==> src/rtl/core/cwtc_pkg.sv <==
// Package: shared constants, types and helpers for the whitespace/tab compressor.
`default_nettype none
package cwtc_pkg;

    localparam int POS_BITS  = 8;                 // column counter width
    localparam int TAB_BITS  = 5;                 // tab width register / divisor width
    localparam int REM_BITS  = 4;                 // remainder of a divide by 1..16
    localparam int CNT_BITS  = $clog2(POS_BITS);  // divider step counter
    localparam int LINE_BITS = 8;
    localparam int CFG_BITS  = 2;

    localparam logic [POS_BITS-1:0]  POS_MAX        = '1;
    localparam logic [LINE_BITS-1:0] LINE_MAX       = '1;
    localparam logic [7:0]           MIN_WRAP_WIDTH = 8'd20;
    localparam logic [7:0]           MIN_PAGE_LINES = 8'd3;

    // reset values of the configuration registers
    localparam logic [TAB_BITS-1:0] RST_TAB_WIDTH  = 5'd8;
    localparam logic [7:0]          RST_LINE_WIDTH = 8'd80;
    localparam logic [7:0]          RST_PAGE_LINES = 8'd24;

    // configuration register indexes
    localparam logic [CFG_BITS-1:0] CFG_TAB_WIDTH  = 2'd0;
    localparam logic [CFG_BITS-1:0] CFG_LINE_WIDTH = 2'd1;
    localparam logic [CFG_BITS-1:0] CFG_PAGE_LINES = 2'd2;

    // request kinds
    localparam logic REQ_CHAR = 1'b0;
    localparam logic REQ_KEY  = 1'b1;

    // character and key codes
    localparam logic [7:0] CH_BEL   = 8'h07;
    localparam logic [7:0] CH_TAB   = 8'h09;
    localparam logic [7:0] CH_LF    = 8'h0A;
    localparam logic [7:0] CH_SPACE = 8'h20;
    localparam logic [7:0] CH_TILDE = 8'h7E;
    localparam logic [7:0] KEY_QUIT = 8'h71;
    localparam logic [7:0] KEY_CTRL = 8'h03;

    typedef struct packed {
        logic                start;
        logic [POS_BITS-1:0] dividend;
        logic [TAB_BITS-1:0] divisor;
    } t_div_req;

    typedef struct packed {
        logic                done;
        logic [POS_BITS-1:0] quot;
        logic [REM_BITS-1:0] rem;
    } t_div_rsp;

    // one result item; accepted sits in the lowest bit
    typedef struct packed {
        logic [LINE_BITS-1:0] line_count;
        logic [7:0]           column;
        logic                 quit;
        logic                 wrap_newline;
        logic [7:0]           out_char;
        logic                 char_valid;
        logic [3:0]           space_count;
        logic [7:0]           tab_count;
        logic                 more_prompt;
        logic                 accepted;
    } t_result;

    localparam int RES_BITS   = $bits(t_result);
    localparam int TDATA_BITS = ((RES_BITS + 7) / 8) * 8;

    // tab width 0 acts as 1, above 16 acts as 16
    function automatic logic [TAB_BITS-1:0] eff_tab(input logic [TAB_BITS-1:0] tw);
        logic [TAB_BITS-1:0] r;
        if (tw == '0) r = TAB_BITS'(1);
        else if (tw > TAB_BITS'(16)) r = TAB_BITS'(16);
        else r = tw;
        return r;
    endfunction

endpackage
`default_nettype wire

==> src/rtl/core/console_whitespace_tab_compressor.sv <==
// Top level: console whitespace/tab compressor with pager line counting.
//
// Slave stream (s): tuser = req_type (0 character, 1 pager key), tdata = code.
// Master stream (m): one result item per input item, fields packed in tdata.
// Config channel: i_cfg_index selects tab_width (0), line_width (1) or
// page_lines (2); writes are always taken, other indexes are ignored.
// Write config only while the block is idle with no result pending.
//
// One item at a time. After acceptance the item is decoded in S_EXEC.
// A printing character with pending whitespace runs the shared
// divider twice (current column, then last printed column); a tab runs it
// once. Items pass S_EXEC, then S_DIVC and S_DIVP as needed, then S_FIN
// to reach the result register; o_s_tready is low meanwhile.
// The result register holds the item while the receiver stalls. The next
// item is still taken and worked up to its final step, where it waits for
// the result slot; o_s_tready then stays low until that slot frees up.
// A full page returns accepted=0 with more_prompt=1 and no state change.
// Reset (synchronous, active low) zeroes columns and line count and
// restores tab width 8, line width 80, page length 24.
`default_nettype none
module console_whitespace_tab_compressor (
    input  wire logic                              i_clk,
    input  wire logic                              i_rst_n,
    // slave stream
    input  wire logic                              i_s_tvalid,
    output logic                                   o_s_tready,
    input  wire logic [7:0]                        i_s_tdata,   // [7:0] code
    input  wire logic                              i_s_tuser,   // [0] req_type
    // master stream
    output logic                                   o_m_tvalid,
    input  wire logic                              i_m_tready,
    // [0] accepted, [1] more_prompt, [9:2] tab_count, [13:10] space_count,
    // [14] char_valid, [22:15] out_char, [23] wrap_newline, [24] quit,
    // [32:25] column, [40:33] line_count, [47:41] zero
    output logic [cwtc_pkg::TDATA_BITS-1:0]        o_m_tdata,
    // configuration write channel
    input  wire logic                              i_cfg_valid,
    output logic                                   o_cfg_ready,
    input  wire logic [cwtc_pkg::CFG_BITS-1:0]     i_cfg_index,
    input  wire logic [7:0]                        i_cfg_data
);
    import cwtc_pkg::*;

    typedef enum logic [2:0] {
        S_IDLE,
        S_EXEC,
        S_DIVC,
        S_DIVP,
        S_FIN
    } t_state;

    t_state                r_state;

    // configuration
    logic [TAB_BITS-1:0]   r_tab_width;
    logic [7:0]            r_line_width;
    logic [7:0]            r_page_lines;

    // tracking state
    logic [POS_BITS-1:0]   r_cur;
    logic [POS_BITS-1:0]   r_prn;
    logic [LINE_BITS-1:0]  r_lines;

    // latched item and divide results
    logic                  r_req;
    logic [7:0]            r_code;
    logic [POS_BITS-1:0]   r_qc;
    logic [REM_BITS-1:0]   r_rc;
    logic [POS_BITS-1:0]   r_qp;

    logic                  r_ovalid;
    t_result               r_out;

    t_div_req              w_dreq;
    t_div_rsp              w_drsp;

    logic [TAB_BITS-1:0]   w_tw;
    logic                  w_page_full;
    logic                  w_print;
    logic                  w_behind;
    logic                  w_need_divc;
    logic                  w_slot_free;

    t_result               n_out;
    logic [POS_BITS-1:0]   n_cur;
    logic [POS_BITS-1:0]   n_prn;
    logic [LINE_BITS-1:0]  n_lines;
    logic [POS_BITS-1:0]   w_pos_inc;
    logic [POS_BITS:0]     w_next_stop;
    logic [7:0]            w_tabs;

    cwtc_div u_div (
        .i_clk   (i_clk),
        .i_rst_n (i_rst_n),
        .i_req   (w_dreq),
        .o_rsp   (w_drsp)
    );

    // decode of the latched item
    always_comb begin
        w_tw        = eff_tab(r_tab_width);
        w_page_full = (r_page_lines >= MIN_PAGE_LINES) &&
                      (r_lines >= (r_page_lines - 8'd1));
        w_print     = (r_code > CH_SPACE) && (r_code <= CH_TILDE);
        w_behind    = (r_prn < r_cur);   // whitespace still owed
        w_need_divc = (r_req == REQ_CHAR) && !w_page_full &&
                      ((w_print && w_behind) || (r_code == CH_TAB));
        w_slot_free = !r_ovalid || i_m_tready;
    end

    // divider: current column first, printed column second
    always_comb begin
        w_dreq.start    = ((r_state == S_EXEC) && w_need_divc) ||
                          ((r_state == S_DIVC) && w_drsp.done && w_print);
        w_dreq.dividend = (r_state == S_EXEC) ? r_cur : r_prn;
        w_dreq.divisor  = w_tw;
    end

    // result and next tracking state, applied in S_FIN
    always_comb begin
        n_out       = '0;
        n_out.accepted = 1'b1;
        n_cur       = r_cur;
        n_prn       = r_prn;
        n_lines     = r_lines;
        w_pos_inc   = (r_cur == POS_MAX) ? POS_MAX : r_cur + POS_BITS'(1);
        w_next_stop = {1'b0, r_cur} - (POS_BITS+1)'(r_rc) + (POS_BITS+1)'(w_tw);
        w_tabs      = 8'(r_qc - r_qp);

        if (r_req == REQ_KEY) begin
            if (r_code == CH_SPACE) begin
                n_lines = '0;
            end else if (r_code == KEY_QUIT || r_code == KEY_CTRL) begin
                n_lines    = '0;
                n_out.quit = 1'b1;
            end else if (r_lines != '0) begin
                n_lines = r_lines - LINE_BITS'(1);
            end
        end else if (w_page_full) begin
            n_out.accepted    = 1'b0;
            n_out.more_prompt = 1'b1;
        end else if (w_print) begin
            if (w_behind) begin
                n_out.tab_count   = w_tabs;
                // with no tab, the gap stays inside one tab stop (< 16)
                n_out.space_count = (w_tabs != 8'd0) ? r_rc : 4'(r_cur - r_prn);
            end
            n_out.char_valid = 1'b1;
            n_out.out_char   = r_code;
            n_cur            = w_pos_inc;
            if (r_line_width >= MIN_WRAP_WIDTH &&
                w_pos_inc >= POS_BITS'(r_line_width - 8'd1)) begin
                n_out.wrap_newline = 1'b1;
                n_cur   = '0;
                n_lines = (r_lines == LINE_MAX) ? LINE_MAX : r_lines + LINE_BITS'(1);
            end
            n_prn = n_cur;
        end else if (r_code == CH_LF) begin
            n_out.char_valid = 1'b1;
            n_out.out_char   = r_code;
            n_cur   = '0;
            n_prn   = '0;
            n_lines = (r_lines == LINE_MAX) ? LINE_MAX : r_lines + LINE_BITS'(1);
        end else if (r_code == CH_TAB) begin
            n_cur = (w_next_stop > (POS_BITS+1)'(POS_MAX)) ? POS_MAX :
                    w_next_stop[POS_BITS-1:0];
        end else if (r_code == CH_SPACE) begin
            n_cur = w_pos_inc;
        end else if (r_code == CH_BEL) begin
            n_out.char_valid = 1'b1;
            n_out.out_char   = r_code;
        end
        n_out.column     = 8'(n_cur);
        n_out.line_count = n_lines;
    end

    always_ff @(posedge i_clk) begin
        if (!i_rst_n) begin
            r_state      <= S_IDLE;
            r_ovalid     <= 1'b0;
            r_tab_width  <= RST_TAB_WIDTH;
            r_line_width <= RST_LINE_WIDTH;
            r_page_lines <= RST_PAGE_LINES;
            r_cur        <= '0;
            r_prn        <= '0;
            r_lines      <= '0;
        end else begin
            if (i_cfg_valid) begin
                case (i_cfg_index)
                    CFG_TAB_WIDTH:  r_tab_width  <= i_cfg_data[TAB_BITS-1:0];
                    CFG_LINE_WIDTH: r_line_width <= i_cfg_data;
                    CFG_PAGE_LINES: r_page_lines <= i_cfg_data;
                    default: ;
                endcase
            end

            // result slot: filled in S_FIN, emptied by the receiver
            if (r_state == S_FIN && w_slot_free) begin
                r_ovalid <= 1'b1;
            end else if (r_ovalid && i_m_tready) begin
                r_ovalid <= 1'b0;
            end

            case (r_state)
                S_IDLE: begin
                    if (i_s_tvalid) begin
                        r_req   <= i_s_tuser;
                        r_code  <= i_s_tdata;
                        r_state <= S_EXEC;
                    end
                end
                S_EXEC: begin
                    r_state <= w_need_divc ? S_DIVC : S_FIN;
                end
                S_DIVC: begin
                    if (w_drsp.done) begin
                        r_qc    <= w_drsp.quot;
                        r_rc    <= w_drsp.rem;
                        r_state <= w_print ? S_DIVP : S_FIN;
                    end
                end
                S_DIVP: begin
                    if (w_drsp.done) begin
                        r_qp    <= w_drsp.quot;
                        r_state <= S_FIN;
                    end
                end
                S_FIN: begin
                    if (w_slot_free) begin
                        r_out    <= n_out;
                        r_cur    <= n_cur;
                        r_prn    <= n_prn;
                        r_lines  <= n_lines;
                        r_state  <= S_IDLE;
                    end
                end
                default: r_state <= S_IDLE;
            endcase
        end
    end

    assign o_s_tready  = (r_state == S_IDLE);
    assign o_m_tvalid  = r_ovalid;
    assign o_m_tdata   = {(TDATA_BITS-RES_BITS)'(0), r_out};
    assign o_cfg_ready = 1'b1;

    // divider answers only arrive while a divide phase waits for them
    a_div_done_phase: assert property (@(posedge i_clk) disable iff (!i_rst_n)
        w_drsp.done |-> (r_state == S_DIVC || r_state == S_DIVP))
        else $error("divider done outside a divide phase");

    // the last printed column never runs ahead of the current column
    a_prn_le_cur: assert property (@(posedge i_clk) disable iff (!i_rst_n)
        r_prn <= r_cur)
        else $error("printed column ahead of current column");

    // a refused item carries the prompt and nothing to send
    a_refused: assert property (@(posedge i_clk) disable iff (!i_rst_n)
        (r_ovalid && !r_out.accepted) |->
            (r_out.more_prompt && !r_out.char_valid && r_out.tab_count == 8'd0))
        else $error("refused item with output content");

    // an accepted input item is decoded in the next cycle
    a_accept_exec: assert property (@(posedge i_clk) disable iff (!i_rst_n)
        (i_s_tvalid && o_s_tready) |=> (r_state == S_EXEC))
        else $error("accepted item not decoded");

    // a result is written only when the slot was free or being emptied
    a_no_overwrite: assert property (@(posedge i_clk) disable iff (!i_rst_n)
        (r_state == S_FIN && r_ovalid && !i_m_tready) |=> (r_state == S_FIN))
        else $error("result overwritten while stalled");

endmodule
`default_nettype wire

==> src/rtl/core/cwtc_div.sv <==
// Iterative restoring divider: 8-bit column by 1..16 tab width, one quotient bit a cycle.
`default_nettype none
module cwtc_div (
    input  wire logic               i_clk,
    input  wire logic               i_rst_n,
    input  wire cwtc_pkg::t_div_req i_req,
    output cwtc_pkg::t_div_rsp      o_rsp
);
    import cwtc_pkg::*;

    localparam logic [CNT_BITS-1:0] CNT_LAST = CNT_BITS'(POS_BITS - 1);

    logic [POS_BITS-1:0] r_quo;
    logic [REM_BITS-1:0] r_rem;
    logic [TAB_BITS-1:0] r_dvs;
    logic [CNT_BITS-1:0] r_cnt;
    logic                r_busy;
    logic                r_done;

    logic [REM_BITS:0]   w_trial;
    logic [REM_BITS:0]   w_diff;
    logic                w_ge;

    // partial remainder is below the divisor, so one more bit fits in REM_BITS+1
    always_comb begin
        w_trial = {r_rem, r_quo[POS_BITS-1]};
        w_ge    = (w_trial >= (REM_BITS+1)'(r_dvs));
        w_diff  = w_trial - (REM_BITS+1)'(r_dvs);
    end

    always_ff @(posedge i_clk) begin
        if (!i_rst_n) begin
            r_busy <= 1'b0;
            r_done <= 1'b0;
        end else begin
            // one-cycle pulse after the last quotient bit
            r_done <= !i_req.start && r_busy && (r_cnt == CNT_LAST);
            if (i_req.start) begin
                r_quo  <= i_req.dividend;
                r_rem  <= '0;
                r_dvs  <= i_req.divisor;
                r_cnt  <= '0;
                r_busy <= 1'b1;
            end else if (r_busy) begin
                r_quo <= {r_quo[POS_BITS-2:0], w_ge};
                r_rem <= w_ge ? w_diff[REM_BITS-1:0] : w_trial[REM_BITS-1:0];
                r_cnt <= r_cnt + CNT_BITS'(1);
                if (r_cnt == CNT_LAST) begin
                    r_busy <= 1'b0;
                end
            end
        end
    end

    assign o_rsp.done = r_done;
    assign o_rsp.quot = r_quo;
    assign o_rsp.rem  = r_rem;

endmodule
`default_nettype wire
==> config.mk <==
export PLATFORM = sky130hd
export DESIGN_NAME = console_whitespace_tab_compressor
export DESIGN_NICKNAME = d
export VERILOG_FILES = /design/src/rtl/core/cwtc_pkg.sv /design/src/rtl/core/console_whitespace_tab_compressor.sv /design/src/rtl/core/cwtc_div.sv
export SDC_FILE = /design/constraint.sdc
export NUM_CORES = 1
export LEC_CHECK = 0
export ABC_CLOCK_PERIOD_IN_PS = 6400
export BUFFER_PORTS_ARGS = -buffer_cell sky130_fd_sc_hd__buf_4
export CAP_MARGIN = 5
export CORE_MARGIN = 4
export CORE_UTILIZATION = 45
export DETAILED_ROUTE_END_ITERATION = 10
export RECOVER_POWER = 50
export SLEW_MARGIN = 30
export SYNTH_ARGS = -nofsm -noshare
export SYNTH_HDL_FRONTEND = slang
export SYNTH_SLANG_ARGS = --single-unit
==> constraint.sdc <==
create_clock -name i_clk -period 6.4 [get_ports i_clk]
set_clock_uncertainty 0.05 [all_clocks]
set_input_delay 0.64 -clock i_clk [delete_from_list [all_inputs] [get_ports i_clk]]
set_output_delay 0.64 -clock i_clk [all_outputs]
set_load 0.05 [all_outputs]
==> impl_metrics.tcl <==
set metrics [dict create \
    setup_viol 0 \
    ys_seq_elements 141 \
    synth_top_area_cell "edfxtp_1" \
    critPathLaunchType "input pin" \
    grt_start_max_net_pins 42 \
    synth_edf_count 90 \
    synth.most_common_cell "edfxtp_1" \
    hold_viol 0 \
    vdd_ir_drop_max_uv 188 \
    rows 49 \
    cp.arrival_ns 4.41 \
    path_class "in -> reg" \
    worst_path_max_delay_cell "clkbuf_1" \
    yosysTopAreaCellShare_pct 31.8 \
    hold_class "in -> reg" \
    grt_pass1_vias 6320 \
    gp_congestion 0.919 \
    cts_hold_buffers 0 \
    cts-buffers-inserted 17 \
    violations "max-capacitance violations, max-slew violations" \
    root_buffer "clkbuf_16" \
    cts_buffer_depth 2 \
    clock_latency_ns 0.43 \
    finalCriticalPeriod_ns 4.46 \
    p_per_area_nw_per_um2 238 \
    initialDrtViolationCount 474 \
    cts_sinks 141 \
    io_buffers 66 \
    pin_count 75 \
    post_cts_resized 0 \
    path_clk_slew_ns 0.06 \
    rsz0062_at_grt "no" \
    slew_violations 52 \
    antenna_found_initial 0 \
    maxCapViolCount 2 \
    htreeDepth 4 \
    netlist_top_cells_area "edfxtp_1 (32%), dfxtp_1 (12%), ha_1 (9.0%)" \
    p_leak_nw 3.80 \
    fin_util_pct 52.1 \
    drtPass1Iterations 5 \
    path_max_fanout 41 \
    grt_pass1_wl_mm 32.7 \
    syn_avg_cell_area_um2 10.0 \
    routed-via-count 6445 \
    postCtsSetupBuffers 0 \
    yosys_warnings 0 \
    setup_tns_ns 0 \
    dp_cells 1107 \
    path_cells "clkbuf_1, inv_1, nor2_4, clkbuf_1" \
    dp_hpwl_mm 15.2 \
    synthesis.area_um2 8490 \
    layout-drive-gt1-share_pct 10.3 \
    fmax_ghz 0.224 \
    routed_via_density 5.65 \
    setup_slack_ns 1.94 \
    cpLargestDelayFamily "buffers and inverters" \
    final_cells 1140 \
    async_flop_share_pct 0 \
    netlist_instances 847 \
    ys_types 79 \
    tightest_slew_ns 2.31 \
    synthTopCellsByCount "edfxtp_1 (90), nor2_1 (67), nand2_1 (64)" \
    place_ws_ns 2.13 \
    fin_hold_ws_ns 0.361 \
    period_share_pct 69.6 \
    fin_area_um2 9520 \
    synth_ff_type "edfxtp_1" \
    ant_nets 0 \
    die_x_um 145 \
    max-slew-margin-rel_pct -54.1 \
    routed_wirelength_mm 20.1 \
    die_h_um 145 \
    overflow 0 \
    finalNetCount 989 \
    start_util_pct 46.5 \
    cp_num_buf_inv 3 \
    remaining_drc_errors 0 \
    tritoncts "built" \
    max_stage_delay_ns 1.66 \
    crit_top_cell "clkbuf_1" \
    post_drt_wl_per_cell_um 17.6 \
    total_power_mw 2.27 \
    area.growth.synth_to_final_pct 12.2 \
    die_area_um2 21100 \
    grt_usage_pct 19.0 \
    cp-end-kind "register" \
    crit_required_ns 6.35 \
    core_area_um2 18300 \
    dpl_cell_area_um2 9120 \
    yosysSeqAreaShare_pct 43.9 \
    status "complete, but fails checks" \
]
[logic make-up after synthesis]
kind of cell,Yosys count,synth area share [%]
flip-flops,141,43.9
adder cells (fa/ha/maj),68,10.6
AO/OA/AOI/OAI,195,15.3
other,2,0.0885
multiplexers,43,5.45
XOR/XNOR,30,3.10
AND/OR/NAND/NOR,262,16.2
buffers and inverters,106,5.41
[worst register-to-register path, delay by kind of cell (launching register included)]
| kind | cells | cell delay [ns] |
|---|---|---|
| xor gates and xnor gates | 1 | 0.12 |
| buffers and inverters | 1 | 0.09 |
| adders and majority gates | 2 | 0.54 |
| and+or+nand+nor | 3 | 1.03 |
| AOI/OAI and AO/OA | 5 | 1.69 |
| DFF | 1 | 0.39 |
[state kept, by name (all words and copies together), names as in the netlist, 3 cells and up]
name,flops
r_tab_width,5
u_div.r_dvs,5
o_m_tdata,41
r_rc,4
r_code,8
r_qc,8
r_prn,8
r_state,3
r_lines,8
r_line_width,8
u_div.r_rem,4
u_div.r_cnt,3
r_cur,8
u_div.r_quo,8
r_page_lines,8
r_qp,8
[per-layer routing]
metal  routed length [um]  GRT usage, %  vias up  share of wire [%]
li1                     -             -     3170                  -
met5                    0             0        -                  0
met3                 1090          4.27       19                5.4
met1                 9650          26.7     3069                 48
met2                 9100          29.7      187                 45
met4                  234          5.22        0                1.2
[layout by cell type, fill, tap and decap left out, types with 13 or more instances in the layout]
cell	instances
nor3_1	20
dfxtp_1	51
a31oi_1	25
edfxtp_1	90
mux2i_1	29
nor2b_1	15
clkbuf_1	48
nand2_1	64
inv_1	59
clkbuf_16	17
buf_4	14
ha_1	61
nor2_1	66
a21oi_1	40
xnor2_1	23
nand3_1	14
o21ai_0	46
and3_1	13
[final timing paths]
check / slack (ns) / depth (start not counted) / startpoint / endpoint
worst min register to register: 0.38 / 0 / r_tab_width[4]$_SDFFE_PN0P_ / u_div.r_dvs[4]$_DFFE_PP_
worst max register to register: 2.12 / 12 / r_page_lines[0]$_SDFFE_PN0P_ / u_div.r_rem[0]$_SDFFCE_PN0P_
worst max-delay path: 1.94 / 4 / i_rst_n / o_m_tdata[4]$_SDFFCE_PP0P_
worst min-delay path: 0.36 / 1 / i_s_tdata[6] / r_code[6]$_DFFE_PP_
[where the power goes]
part	leakage, nW	switching, mW	total [mW]	internal, mW
Clock	0.287	0.428	0.983	0.556
Combinational	2.27	0.179	0.273	0.0941
Sequential	1.25	0.0266	1.01	0.988
[area by class of cell]
class | instances | area (um2)
flip-flops and latches | 141 | 3720
well taps | 229 | 287
repair buffers | 71 | 353
fillers | 1662 | 8750
inverters | 59 | 221
clock inverters | 15 | 170
diodes | 1 | 2.50
multi-input cells | 607 | 4340
clock buffers | 17 | 425
(Power assumes the default switching activity.)
